File: src/sv/lpg_pkg.sv
package lpg_pkg;

    // divider geometry
    localparam int NUM_W = 32;
    localparam int DEN_W = 22;

    // field widths
    localparam int LEVEL_W = 8;
    localparam int TIME_W  = 16;
    localparam int FADE_W  = 18;

    // mode codes
    localparam logic [2:0] MODE_OFF   = 3'd0;
    localparam logic [2:0] MODE_SOLID = 3'd1;
    localparam logic [2:0] MODE_BLINK = 3'd2;
    localparam logic [2:0] MODE_FADE  = 3'd3;
    localparam logic [2:0] MODE_SOS   = 3'd4;
    localparam logic [2:0] MODE_SEQ   = 3'd5;

    // register indexes
    localparam logic [2:0] REG_MODE     = 3'd0;
    localparam logic [2:0] REG_BRIGHT   = 3'd1;
    localparam logic [2:0] REG_ON       = 3'd2;
    localparam logic [2:0] REG_OFF      = 3'd3;
    localparam logic [2:0] REG_FADE_IN  = 3'd4;
    localparam logic [2:0] REG_HOLD     = 3'd5;
    localparam logic [2:0] REG_FADE_OUT = 3'd6;
    localparam logic [2:0] REG_GAP      = 3'd7;

    // sos schedule: running end of each segment in units, and lit flags
    localparam int SOS_SEGMENTS = 18;
    localparam logic [5:0] SOS_TOTAL = 6'd34;
    localparam logic [5:0] SOS_END [SOS_SEGMENTS] = '{
        6'd1, 6'd2, 6'd3, 6'd4, 6'd5, 6'd8, 6'd11, 6'd12, 6'd15,
        6'd16, 6'd19, 6'd22, 6'd23, 6'd24, 6'd25, 6'd26, 6'd27, 6'd34
    };
    localparam logic [SOS_SEGMENTS-1:0] SOS_LIT = 18'b010101010101010101;

    // what the pipeline does with an item at the next decision point
    typedef enum logic [2:0] {
        SEL_ZERO,
        SEL_BRIGHT,
        SEL_BLINK,
        SEL_FADE,
        SEL_SOS,
        SEL_SEQ,
        SEL_QUOT
    } t_sel;

    typedef struct packed {
        t_sel       sel;
        logic [3:0] k;
        logic [4:0] n;
    } t_ctx;

    typedef struct packed {
        logic [2:0]        mode;
        logic [7:0]        brightness;
        logic [TIME_W-1:0] on_ms;
        logic [TIME_W-1:0] off_ms;
        logic [TIME_W-1:0] fade_in_ms;
        logic [TIME_W-1:0] hold_ms;
        logic [TIME_W-1:0] fade_out_ms;
        logic [TIME_W-1:0] gap_ms;
    } t_cfg;

endpackage

File: src/sv/lpg_div.sv
module lpg_div (
    input  logic                      i_clk,
    input  logic                      i_rst_n,
    input  logic                      i_valid,
    input  logic [lpg_pkg::NUM_W-1:0] i_num,
    input  logic [lpg_pkg::DEN_W-1:0] i_den,
    input  lpg_pkg::t_ctx             i_ctx,
    output logic                      o_valid,
    output logic [lpg_pkg::NUM_W-1:0] o_quot,
    output logic [lpg_pkg::DEN_W-1:0] o_rem,
    output lpg_pkg::t_ctx             o_ctx
);

    localparam int N = lpg_pkg::NUM_W;
    localparam int D = lpg_pkg::DEN_W;

    logic          r_vld [N];
    logic [N-1:0]  r_w   [N];
    logic [D-1:0]  r_rem [N];
    logic [D-1:0]  r_den [N];
    lpg_pkg::t_ctx r_ctx [N];

    // one restoring quotient bit per stage
    for (genvar g = 0; g < N; g++) begin : g_stage
        logic          p_vld;
        logic [N-1:0]  p_w;
        logic [D-1:0]  p_rem;
        logic [D-1:0]  p_den;
        lpg_pkg::t_ctx p_ctx;
        logic [D:0]    cand;
        logic [D+1:0]  diff;
        logic          ge;

        // stage input: the ports for the first stage, the previous stage otherwise
        if (g == 0) begin : g_first
            assign p_vld = i_valid;
            assign p_w   = i_num;
            assign p_rem = '0;
            assign p_den = i_den;
            assign p_ctx = i_ctx;
        end else begin : g_next
            assign p_vld = r_vld[g-1];
            assign p_w   = r_w[g-1];
            assign p_rem = r_rem[g-1];
            assign p_den = r_den[g-1];
            assign p_ctx = r_ctx[g-1];
        end

        always_comb begin
            cand = {p_rem, p_w[N-1]};
            diff = {1'b0, cand} - {2'b00, p_den};
            ge   = ~diff[D+1];
        end

        always_ff @(posedge i_clk) begin
            if (!i_rst_n) begin
                r_vld[g] <= 1'b0;
            end else begin
                r_vld[g] <= p_vld;
            end
            r_w[g]   <= {p_w[N-2:0], ge};
            r_rem[g] <= ge ? diff[D-1:0] : cand[D-1:0];
            r_den[g] <= p_den;
            r_ctx[g] <= p_ctx;
        end
    end

    assign o_valid = r_vld[N-1];
    assign o_quot  = r_w[N-1];
    assign o_rem   = r_rem[N-1];
    assign o_ctx   = r_ctx[N-1];

endmodule

File: config.mk
export PLATFORM = sky130hd
export DESIGN_NAME = lpg_div
export DESIGN_NICKNAME = d
export VERILOG_FILES = /design/src/sv/lpg_pkg.sv /design/src/sv/lpg_div.sv
export SDC_FILE = /design/constraint.sdc
export NUM_CORES = 2
export LEC_CHECK = 0
export BUFFER_PORTS_ARGS = -buffer_cell sky130_fd_sc_hd__buf_2
export CORE_MARGIN = 3
export CORE_UTILIZATION = 30
export CTS_CLUSTER_DIAMETER = 40
export DETAILED_ROUTE_END_ITERATION = 16
export PLACE_DENSITY = 0.52
export SLEW_MARGIN = 20
export SYNTH_ARGS = -nofsm -noshare
export SYNTH_HDL_FRONTEND = slang
export SYNTH_SLANG_ARGS = --single-unit
File: constraint.sdc
create_clock -name i_clk -period 4 [get_ports i_clk]
set_input_delay 0.8 -clock i_clk [delete_from_list [all_inputs] [get_ports i_clk]]
set_output_delay 0.8 -clock i_clk [all_outputs]
set_load 0.05 [all_outputs]
==> reports/results.txt <==
R2R setup slack - 0.35 ns
Die ar. - 328000 um2
Worst Path Required - 4.83 ns
DRT iter0 DRCs - 2362
first-pass GRT wire length - 293 mm
io pins - 136
syn avg cell area - 10.9 um2
TritonCTS Buffers - 443
Slew Limit Fails - 0
CTS tree - built
crit path kind - reg2reg
gr usage total - 10.3%
relative slew slack - 47.5%
drt pass-1 iters - 6
CORE AREA - 319000 um2
Synth Instances - 8808
ys flop type - dfxtp_1
Max Root-Sink Buffers - 4
routed length per instance - 12.3 um
Final GP Congestion - 0.833
largest net degree at the start of global routing - 41
synth warn - 0
largest family of logic cells by synthesized area - compound AO/OA/AOI/OAI gates
Reg clk slew, reported paths - 0.05 ns
nets@finish - 10200
min Tclk post-route - 3.65 ns
Adder-Cell Fraction of Synth Area - 9.52%
fmax - 274 MHz
Power Dens Cells - 951 nW/um2
PortBufs - 135
post-synth top area share - 58.7%
Leakage Power - 52.9 nW
Post-CTS Setup Bufs - 0
Worst-Margin Slew - 0.779 ns
DRC errors left - 0
leading area contributor after synthesis - dfxtp_1
EDFF count, synth - 0
Avg Vias per Cell - 4.27
#FFs+latches synth - 2826
mapped cell area - 96400 um2
Via Count - 60100
Post-Synth Simple-Gate Area - 7.94%
worst skew pair latency - 0.93 ns
share of cells above drive strength 1 - 13.5%
Sink Count - 2826
Compound-Gate Fraction of Synth Area - 12.2%
RSZ-0062 raised after global routing - false
initial antenna violation count - 4
worst hold path type - in2reg
top post-synthesis cells by area - dfxtp_1, ha_1, inv_1, a21oi_1, xnor2_1
final setup TNS - 0 ns
multiplexer share of the synthesized area - 2.88%
vias in the first global route - 61100
clock skew - 0.0827 ns
Pwr Total - 113 mW
Critical Path AT - 4.48 ns
GRT overflow - 0
Root Driver - clkbuf_16
Async SR Flop Fraction - 0%
area delta synth->final - 23.3%
Unique masters post-synth - 100
Die W - 573 um
register area share after synthesis - 58.7%
final hold violation count - 0
Routed WL - 173 mm
critical-path maximum fanout - 4
H-Tree Depth - 5
Synth Area in XOR/XNOR - 4.72%
hold slack - 0.157 ns
total of max-cap violations - 0
Setup crit start kind - flip-flop
Final period util - 91.2%
initial core utilization - 30.2%
ANT nets after route - 0
DP Wirelength - 124 mm
Final Setup Violations - 0
Rows - 207
die height - 573 um
Worst VDD drop - 0.470 mV
status - complete, no violations
crit end category - flip-flop
[registers in the layout, indices dropped and copies added, names as in the netlist]
signal and cells:
r_w 1024, r_vld 32, r_rem 704, r_ctx 384, r_den 682
[timing repair]
| item | 4_1_cts | 5_1_grt |
|---|---|---|
| resized for setup | 0 | 2 |
| hold buffers | 65 | 0 |
| hold endpoints to repair | 65 | 0 |
| setup endpoints to repair | 0 | 2 |
[final timing paths]
| kind | start | endpoint | cells after the start |
|---|---|---|---|
| worst min-delay path | i_valid | r_vld[0][0] | 2 |
| worst max-delay path | r_w[3][95] | r_rem[1][174] | 14 |
| worst max register to register | r_w[3][95] | r_rem[1][174] | 14 |
| worst min register to register | r_ctx[1][14] | r_ctx[1][26] | 0 |
[critical path, cell delays in order (launching register included)]
cell and delay [ns]:
dfxtp_1 0.31, inv_1 0.05, ha_1 0.16, inv_1 0.06, fa_1 0.41, a211o_1 0.32
a21oi_1 0.22, o21ai_1 0.20, a2111oi_2 0.34, nor3_1 0.18, or4_1 0.54, a221oi_2 0.32
a22oi_1 0.15, xnor2_1 0.14, o21ai_0 0.15
[cell usage in the layout (no fill, tap or decap), drive strengths merged, types with 42 or more instances in the layout]
cell type    synthesis  routed
clkinvlp             0      42
nor3               115     115
o31ai               65      65
dfxtp             2826    2826
nor2b               64      64
a211oi              57      57
buf                 41     200
and2                65      65
ha                 684     684
o21a               104     104
xnor2              320     320
mux2               229     229
nor2               465     465
o21bai              55      55
nand2              548     548
inv                857     946
xor2               199     199
a21oi              566     566
and3                43      43
clkbuf              90     537
a21o               183     183
nand3               85      85
o21ai              538     538
nand2b             106     106
clkinv               0     127
a31oi               64      64
dlygate4sd3          0      65
[logic make-up after synthesis]
family,count (synthesis)
flip-flops,2826
AO/OA/AOI/OAI,1869
AND/OR/NAND/NOR,1642
buffers and inverters,988
adder cells (fa/ha/maj),715
XOR/XNOR,519
multiplexers,248
other,1
[layout make-up]
| type | instances | area (um2) |
|---|---|---|
| Fill cell | 30800 | 200000 |
| Sequential cell | 2826 | 56600 |
| Multi-Input combinational cell | 5003 | 36100 |
| Clock buffer | 537 | 12000 |
| Tap cell | 4284 | 5360 |
| Clock inverter | 295 | 3480 |
| Inverter | 857 | 3220 |
| Timing Repair Buffer | 265 | 1990 |
| Antenna cell | 1 | 2.50 |
[Yosys cell counts, drive strengths merged (85+ instances only)]
| library cell | instances |
|---|---|
| o21a | 104 |
| clkbuf | 90 |
| nor3 | 115 |
| nand3 | 85 |
| nor2 | 465 |
| xor2 | 199 |
| ha | 684 |
| o21ai | 538 |
| nand2 | 548 |
| inv | 857 |
| a21oi | 566 |
| mux2 | 229 |
| a21o | 183 |
| nand2b | 106 |
| dfxtp | 2826 |
| xnor2 | 320 |
[per-stage QoR]
stage	cells	utilization, %	area (um2)	worst slack (ns)
after global routing	14100	37.3	119000	0.0106
after floorplan	8817	-	96400	0.842
after global placement	13200	32.2	103000	0.252
after detailed placement	13200	32.2	103000	0.278
final	14100	37.3	119000	0.352
after CTS	14100	37.3	119000	0.219
[routing by layer]
metal,routed length [um],vias up,global-route usage [%]
met1,80700,27500,12.9
met3,7630,486,2.08
li1,-,31100,-
met4,6770,0,4.73
met2,78200,1016,17.0
met5,0,-,0
[power breakdown]
group | internal, mW | total [mW] | switching (mW)
clock network | 24.3 | 38.5 | 14.2
registers | 35.2 | 38.2 | 2.99
logic | 16.5 | 36.3 | 19.8
total | 76.0 | 113 | 37.0
(Power assumes the default switching activity.)
