$ cat config.mk
export PLATFORM = sky130hd
export DESIGN_NAME = lpg_phase
export DESIGN_NICKNAME = d
export VERILOG_FILES = /design/src/sv/lpg_pkg.sv /design/src/sv/lpg_phase.sv
export SDC_FILE = /design/constraint.sdc
export NUM_CORES = 2
export LEC_CHECK = 0
export BUFFER_PORTS_ARGS = -buffer_cell sky130_fd_sc_hd__buf_2
export CORE_AREA = 2 2 243 221
export DETAILED_ROUTE_END_ITERATION = 8
export DIE_AREA = 0 0 245 223
export PLACE_DENSITY = 0.84
export SYNTH_ARGS = -nofsm -noshare
export SYNTH_HDL_FRONTEND = slang
export SYNTH_SLANG_ARGS = --single-unit
export TNS_END_PERCENT = 5
$ cat constraint.sdc
create_clock -name i_clk -period 24 [get_ports i_clk]
set_input_delay 4.8 -clock i_clk [delete_from_list [all_inputs] [get_ports i_clk]]
set_output_delay 4.8 -clock i_clk [all_outputs]
set_load 0.005 [all_outputs]
$ cat src/sv/lpg_pkg.sv
package lpg_pkg;

    // divider geometry
    localparam int NUM_W = 32;
    localparam int DEN_W = 22;

    // field widths
    localparam int LEVEL_W = 8;
    localparam int TIME_W  = 16;
    localparam int FADE_W  = 18;

    // mode codes
    localparam logic [2:0] MODE_OFF   = 3'd0;
    localparam logic [2:0] MODE_SOLID = 3'd1;
    localparam logic [2:0] MODE_BLINK = 3'd2;
    localparam logic [2:0] MODE_FADE  = 3'd3;
    localparam logic [2:0] MODE_SOS   = 3'd4;
    localparam logic [2:0] MODE_SEQ   = 3'd5;

    // register indexes
    localparam logic [2:0] REG_MODE     = 3'd0;
    localparam logic [2:0] REG_BRIGHT   = 3'd1;
    localparam logic [2:0] REG_ON       = 3'd2;
    localparam logic [2:0] REG_OFF      = 3'd3;
    localparam logic [2:0] REG_FADE_IN  = 3'd4;
    localparam logic [2:0] REG_HOLD     = 3'd5;
    localparam logic [2:0] REG_FADE_OUT = 3'd6;
    localparam logic [2:0] REG_GAP      = 3'd7;

    // sos schedule: running end of each segment in units, and lit flags
    localparam int SOS_SEGMENTS = 18;
    localparam logic [5:0] SOS_TOTAL = 6'd34;
    localparam logic [5:0] SOS_END [SOS_SEGMENTS] = '{
        6'd1, 6'd2, 6'd3, 6'd4, 6'd5, 6'd8, 6'd11, 6'd12, 6'd15,
        6'd16, 6'd19, 6'd22, 6'd23, 6'd24, 6'd25, 6'd26, 6'd27, 6'd34
    };
    localparam logic [SOS_SEGMENTS-1:0] SOS_LIT = 18'b010101010101010101;

    // what the pipeline does with an item at the next decision point
    typedef enum logic [2:0] {
        SEL_ZERO,
        SEL_BRIGHT,
        SEL_BLINK,
        SEL_FADE,
        SEL_SOS,
        SEL_SEQ,
        SEL_QUOT
    } t_sel;

    typedef struct packed {
        t_sel       sel;
        logic [3:0] k;
        logic [4:0] n;
    } t_ctx;

    typedef struct packed {
        logic [2:0]        mode;
        logic [7:0]        brightness;
        logic [TIME_W-1:0] on_ms;
        logic [TIME_W-1:0] off_ms;
        logic [TIME_W-1:0] fade_in_ms;
        logic [TIME_W-1:0] hold_ms;
        logic [TIME_W-1:0] fade_out_ms;
        logic [TIME_W-1:0] gap_ms;
    } t_cfg;

endpackage

$ cat src/sv/lpg_phase.sv
module lpg_phase (
    input  logic                      i_clk,
    input  logic                      i_rst_n,
    input  lpg_pkg::t_cfg             i_cfg,
    input  logic                      i_valid,
    input  logic [lpg_pkg::DEN_W-1:0] i_pos,
    input  lpg_pkg::t_ctx             i_ctx,
    output logic                      o_valid,
    output logic [lpg_pkg::NUM_W-1:0] o_num,
    output logic [lpg_pkg::DEN_W-1:0] o_den,
    output lpg_pkg::t_ctx             o_ctx
);

    localparam int TW = lpg_pkg::TIME_W;
    localparam int FW = lpg_pkg::FADE_W;
    localparam int DW = lpg_pkg::DEN_W;

    logic          r_vld1;
    lpg_pkg::t_ctx r_ctx1;
    logic [TW-1:0] r_num1;
    logic [TW-1:0] r_den1;
    logic          r_vld2;
    lpg_pkg::t_ctx r_ctx2;
    logic [TW+7:0] r_prod2;
    logic [TW-1:0] r_den2;

    lpg_pkg::t_sel n_sel;
    logic [TW-1:0] n_num;
    logic [TW-1:0] n_den;
    logic [FW-1:0] s_in;
    logic [FW-1:0] s_hold;
    logic [FW-1:0] s_out;
    logic [FW-1:0] pos_f;
    logic [TW-1:0] unit;
    logic [DW-1:0] bound;
    logic          sos_lit;
    logic [20:0]   seq_start;
    logic [20:0]   seq_end;
    logic [20:0]   seq_period;
    logic          seq_lit;

    // fade segment ends
    assign s_in   = {2'b00, i_cfg.fade_in_ms};
    assign s_hold = s_in + {2'b00, i_cfg.hold_ms};
    assign s_out  = s_hold + {2'b00, i_cfg.fade_out_ms};
    assign pos_f  = i_pos[FW-1:0];

    // sos segment search, last match from the top wins
    always_comb begin
        unit    = (i_cfg.on_ms == '0) ? TW'(1) : i_cfg.on_ms;
        sos_lit = 1'b0;
        bound   = '0;
        for (int i = lpg_pkg::SOS_SEGMENTS - 1; i >= 0; i--) begin
            bound = DW'(lpg_pkg::SOS_END[i]) * DW'(unit);
            if (i_pos < bound) begin
                sos_lit = lpg_pkg::SOS_LIT[i];
            end
        end
    end

    // sequence window with wrap past the period end
    always_comb begin
        seq_start  = 21'(i_ctx.k) * 21'(i_cfg.on_ms);
        seq_end    = seq_start + 21'(i_cfg.on_ms) + 21'(i_cfg.off_ms);
        seq_period = 21'(i_ctx.n) * 21'(i_cfg.on_ms);
        seq_lit    = (i_pos >= 22'(seq_start)) && (i_pos < 22'(seq_end));
        if (!seq_lit && (seq_end > seq_period)) begin
            seq_lit = i_pos < 22'(seq_end - seq_period);
        end
    end

    // phase decision
    always_comb begin
        n_sel = lpg_pkg::SEL_ZERO;
        n_num = '0;
        n_den = '0;
        case (i_ctx.sel)
            lpg_pkg::SEL_BRIGHT: n_sel = lpg_pkg::SEL_BRIGHT;
            lpg_pkg::SEL_BLINK: begin
                n_sel = (i_pos < DW'(i_cfg.on_ms)) ? lpg_pkg::SEL_BRIGHT : lpg_pkg::SEL_ZERO;
            end
            lpg_pkg::SEL_SOS: begin
                n_sel = sos_lit ? lpg_pkg::SEL_BRIGHT : lpg_pkg::SEL_ZERO;
            end
            lpg_pkg::SEL_SEQ: begin
                n_sel = seq_lit ? lpg_pkg::SEL_BRIGHT : lpg_pkg::SEL_ZERO;
            end
            lpg_pkg::SEL_FADE: begin
                if (pos_f < s_in) begin
                    n_sel = lpg_pkg::SEL_QUOT;
                    n_num = pos_f[TW-1:0];
                    n_den = i_cfg.fade_in_ms;
                end else if (pos_f < s_hold) begin
                    n_sel = lpg_pkg::SEL_BRIGHT;
                end else if (pos_f < s_out) begin
                    n_sel = lpg_pkg::SEL_QUOT;
                    n_num = TW'(s_out - pos_f);
                    n_den = i_cfg.fade_out_ms;
                end
            end
            default: n_sel = lpg_pkg::SEL_ZERO;
        endcase
    end

    // decision and product stages
    always_ff @(posedge i_clk) begin
        if (!i_rst_n) begin
            r_vld1 <= 1'b0;
            r_vld2 <= 1'b0;
        end else begin
            r_vld1 <= i_valid;
            r_vld2 <= r_vld1;
        end
        r_ctx1     <= '{sel: n_sel, k: i_ctx.k, n: i_ctx.n};
        r_num1     <= n_num;
        r_den1     <= n_den;
        r_ctx2     <= r_ctx1;
        r_prod2    <= i_cfg.brightness * r_num1;
        r_den2     <= r_den1;
    end

    assign o_valid = r_vld2;
    assign o_num   = lpg_pkg::NUM_W'(r_prod2);
    assign o_den   = DW'(r_den2);
    assign o_ctx   = r_ctx2;

endmodule

==> metrics.md <==
| Metric | Value |
|---|---|
| Clk buf depth | 2 |
| Worst R2R End | r_prod2[23] |
| Critical Path RT | 24.34 ns |
| DR iter-0 viols | 2469 |
| Worst-case reg-to-reg path depth | 16 |
| Number of global-route vias before repair | 29100 |
| Worst setup EP type | flip-flop |
| Setup_tns | 0 ns |
| WHS | 0.321 ns |
| Clk Latency, worst-skew pair | 0.40 ns |
| Final Max Tran Viols | 0 |
| Pin count of the biggest net entering global routing | 33 |
| Top cell type's share of synthesized area | 0.295 |
| Global-route wire length before repair | 151000 um |
| Clock buffer count from CTS | 9 |
| N_diodes | 0 |
| Via total after detailed routing | 30100 |
| Layout cells sized above 1 | 0.0685 |
| Max Fclk | 72.6 MHz |
| GP Congestion | 0.939 |
| IO Count | 211 |
| FF-to-FF Start | r_num1[1] |
| Post-CTS resize count | 0 |
| Final setup fails | 0 |
| DRC | 0 |
| Tot GR Track Use | 0.346 |
| VDD IR-drop max | 0.156 mV |
| Setup CP Type | primary input to flip-flop |
| Clk sink count | 96 |
| Layout Utilization | 0.681 |
| CTS tree | yes |
| Worst-margin pin slew | 1.15 ns |
| Ys flop type | dfxtp_1 |
| RSZ-0062 raised after global routing | no |
| Post-detail-place hpwl | 75000 um |
| Rel. slew slack | 0.230 |
| CP Launch Type | primary input |
| Std cell rows | 80 |
| Die Span Y | 223 um |
| Hold Fails Final Rpt | 0 |
| Design Power | 3.31 mW |
| Most frequent CP cell | ha_1 |
| Max-Cap Viols | 0 |
| Post-Layout Cell Count | 4845 |
| Most frequent cells in the layout | ha_1, inv_1, fa_1, nand2_1, a21oi_1 |
| Grt total ovfl | 0 |
| Worst Path Arrival | 14.11 ns |
| Syn Inst Count | 3978 |
| Inst Count DP | 4829 |
| Post-CTS Setup Repair Bufs | 0 |
| Pwr dens | 92.9 nW/um2 |
| Fin area | 35600 um2 |
| Initial Util | 0.643 |
| Final ANT Viol Nets | 0 |
| Hold Crit Start | r_ctx1[0] |
| Post-synthesis sequential area ratio | 0.0571 |
| Initial antenna violation count | 1 |
| Leak pwr | 18.8 nW |
| Area grow syn2layout | 5.84% |
| Cell variety after synth | 90 |
| Core area | 52400 um2 |
| WL per Instance | 19.5 um |
| H-tree depth | 3 |
| Avg Cell Area, Syn | 8.46 um2 |
| Worst-path clk slew | 0.09 ns |
| Vias per cell | 6.20 |
| Slowest Stage Delay on Critical Path | 0.54 ns |
| Commonest non-fill, non-tap cell in the layout | ha_1 |
| Placed standard-cell area | 35300 um2 |
| Post-synth design cell area | 33700 um2 |
| Yosys Warn Count | 0 |
| Critical path peak fanout | 17 |
| # nets final | 5380 |
| Crit path max-delay cell type | fa_1 |
| Post-synth EDFFs | 0 |
| Status | finished, final reports clean |
| Fin crit share | 0.574 |
| Synth area leader | ha_1 |
| Die Footprint | 54600 um2 |
| Hold path cells | 0 |
| Setup ws final | 10.23 ns |
| Worst min path class | flip-flop to flip-flop |
| Final Critical Period | 13.77 ns |
| Drt first pass iters | 5 |
| Clk root buf | clkbuf_16 |
| Die Span X | 245 um |
| Setup Skew | 0.0124 ns |
| Routed Wire Length | 94500 um |
| Post-synthesis async set-or-reset flop share | 0 |
| Hold EP | o_ctx[0] |
| Yosys reg bits | 96 |
| Port buffer count | 177 |
| Synth area leaders | ha_1, fa_1, inv_1 |
| Reg2Reg Setup Slack | 18.54 ns |
| Post-placement setup slack | 10.13 ns |
| CTS Hold Bufs | 0 |
-- worst max path at each step --
stage / start / end
CTS: i_ctx[8] / r_ctx1[9]
global placement: i_ctx[8] / r_ctx1[9]
detailed placement: i_ctx[8] / r_ctx1[9]
finish: i_ctx[8] / r_ctx1[9]
floorplan: i_cfg[82] / r_ctx1[9]
global route: i_ctx[8] / r_ctx1[9]
-- logic make-up (layout without fill, tap and decap cells) --
group                    after synthesis  count (layout)  synth area share
AO/OA/AOI/OAI                        890             890             0.176
adder cells (fa/ha/maj)             1093            1093             0.473
other                                  1              14          0.000111
buffers and inverters                635             792            0.0734
flip-flops                            96              96            0.0571
AND/OR/NAND/NOR                     1008            1008             0.153
XOR/XNOR                             255             255            0.0669
-- where the power goes --
group / total, mW / switching, mW / internal [mW]
clock: 0.153 / 0.0782 / 0.0751
sequential: 0.190 / 0.0107 / 0.179
combinational: 2.97 / 1.68 / 1.29
-- cell type report --
class                   count  area, um2
clock buffers              11        243
clock inverters             5       45.0
fillers                  4261      16700
inverters                 574       2150
multi-input cells        3260      29300
flip-flops and latches     96       1920
well taps                 697        872
repair buffers            202       1070
-- registers in the layout, summed over array words and instances, names as in the netlist --
| register | flops |
|---|---|
| o_ctx | 11 |
| o_valid | 1 |
| r_ctx1 | 11 |
| r_den1 | 16 |
| r_den2 | 16 |
| r_num1 | 16 |
| r_prod2 | 24 |
| r_vld1 | 1 |
-- metal layers --
layer,up-vias,global-route usage,share of wire
met4,2,0.134,0.044
met2,1287,0.551,0.44
met3,283,0.0540,0.091
met5,-,0,0.00015
li1,14200,-,-
met1,14300,0.470,0.43
-- cell usage after synthesis (13+ instances only) --
library cell,number
fa_1,299
xor2_1,109
xnor2_1,145
o21bai_1,30
nand3_1,76
nor2_1,132
nor4_1,13
o21ai_1,16
a21oi_1,235
and3_1,18
nand2b_1,50
ha_1,794
o22ai_1,34
clkbuf_1,37
o21ai_0,145
dfxtp_1,96
a211o_1,17
nor3_1,79
or2_2,22
a31o_2,14
a21o_1,121
nor2b_1,35
nand4_1,48
buf_4,18
nand2_1,290
a2111oi_0,23
o21a_1,48
and2_1,148
o31ai_1,16
inv_1,572
o211ai_1,24
a31oi_1,26
or3_1,50
a211oi_1,45
-- worst max-delay path: cells and delay by family --
| family | cells | cell delay, ns |
|---|---|---|
| AO/OA/AOI/OAI | 17 | 3.83 |
| adder cells (fa/ha/maj) | 7 | 2.84 |
| AND/OR/NAND/NOR | 10 | 1.70 |
| XOR/XNOR | 2 | 0.50 |
| buffers and inverters | 4 | 0.42 |
(Power assumes the default switching activity.)
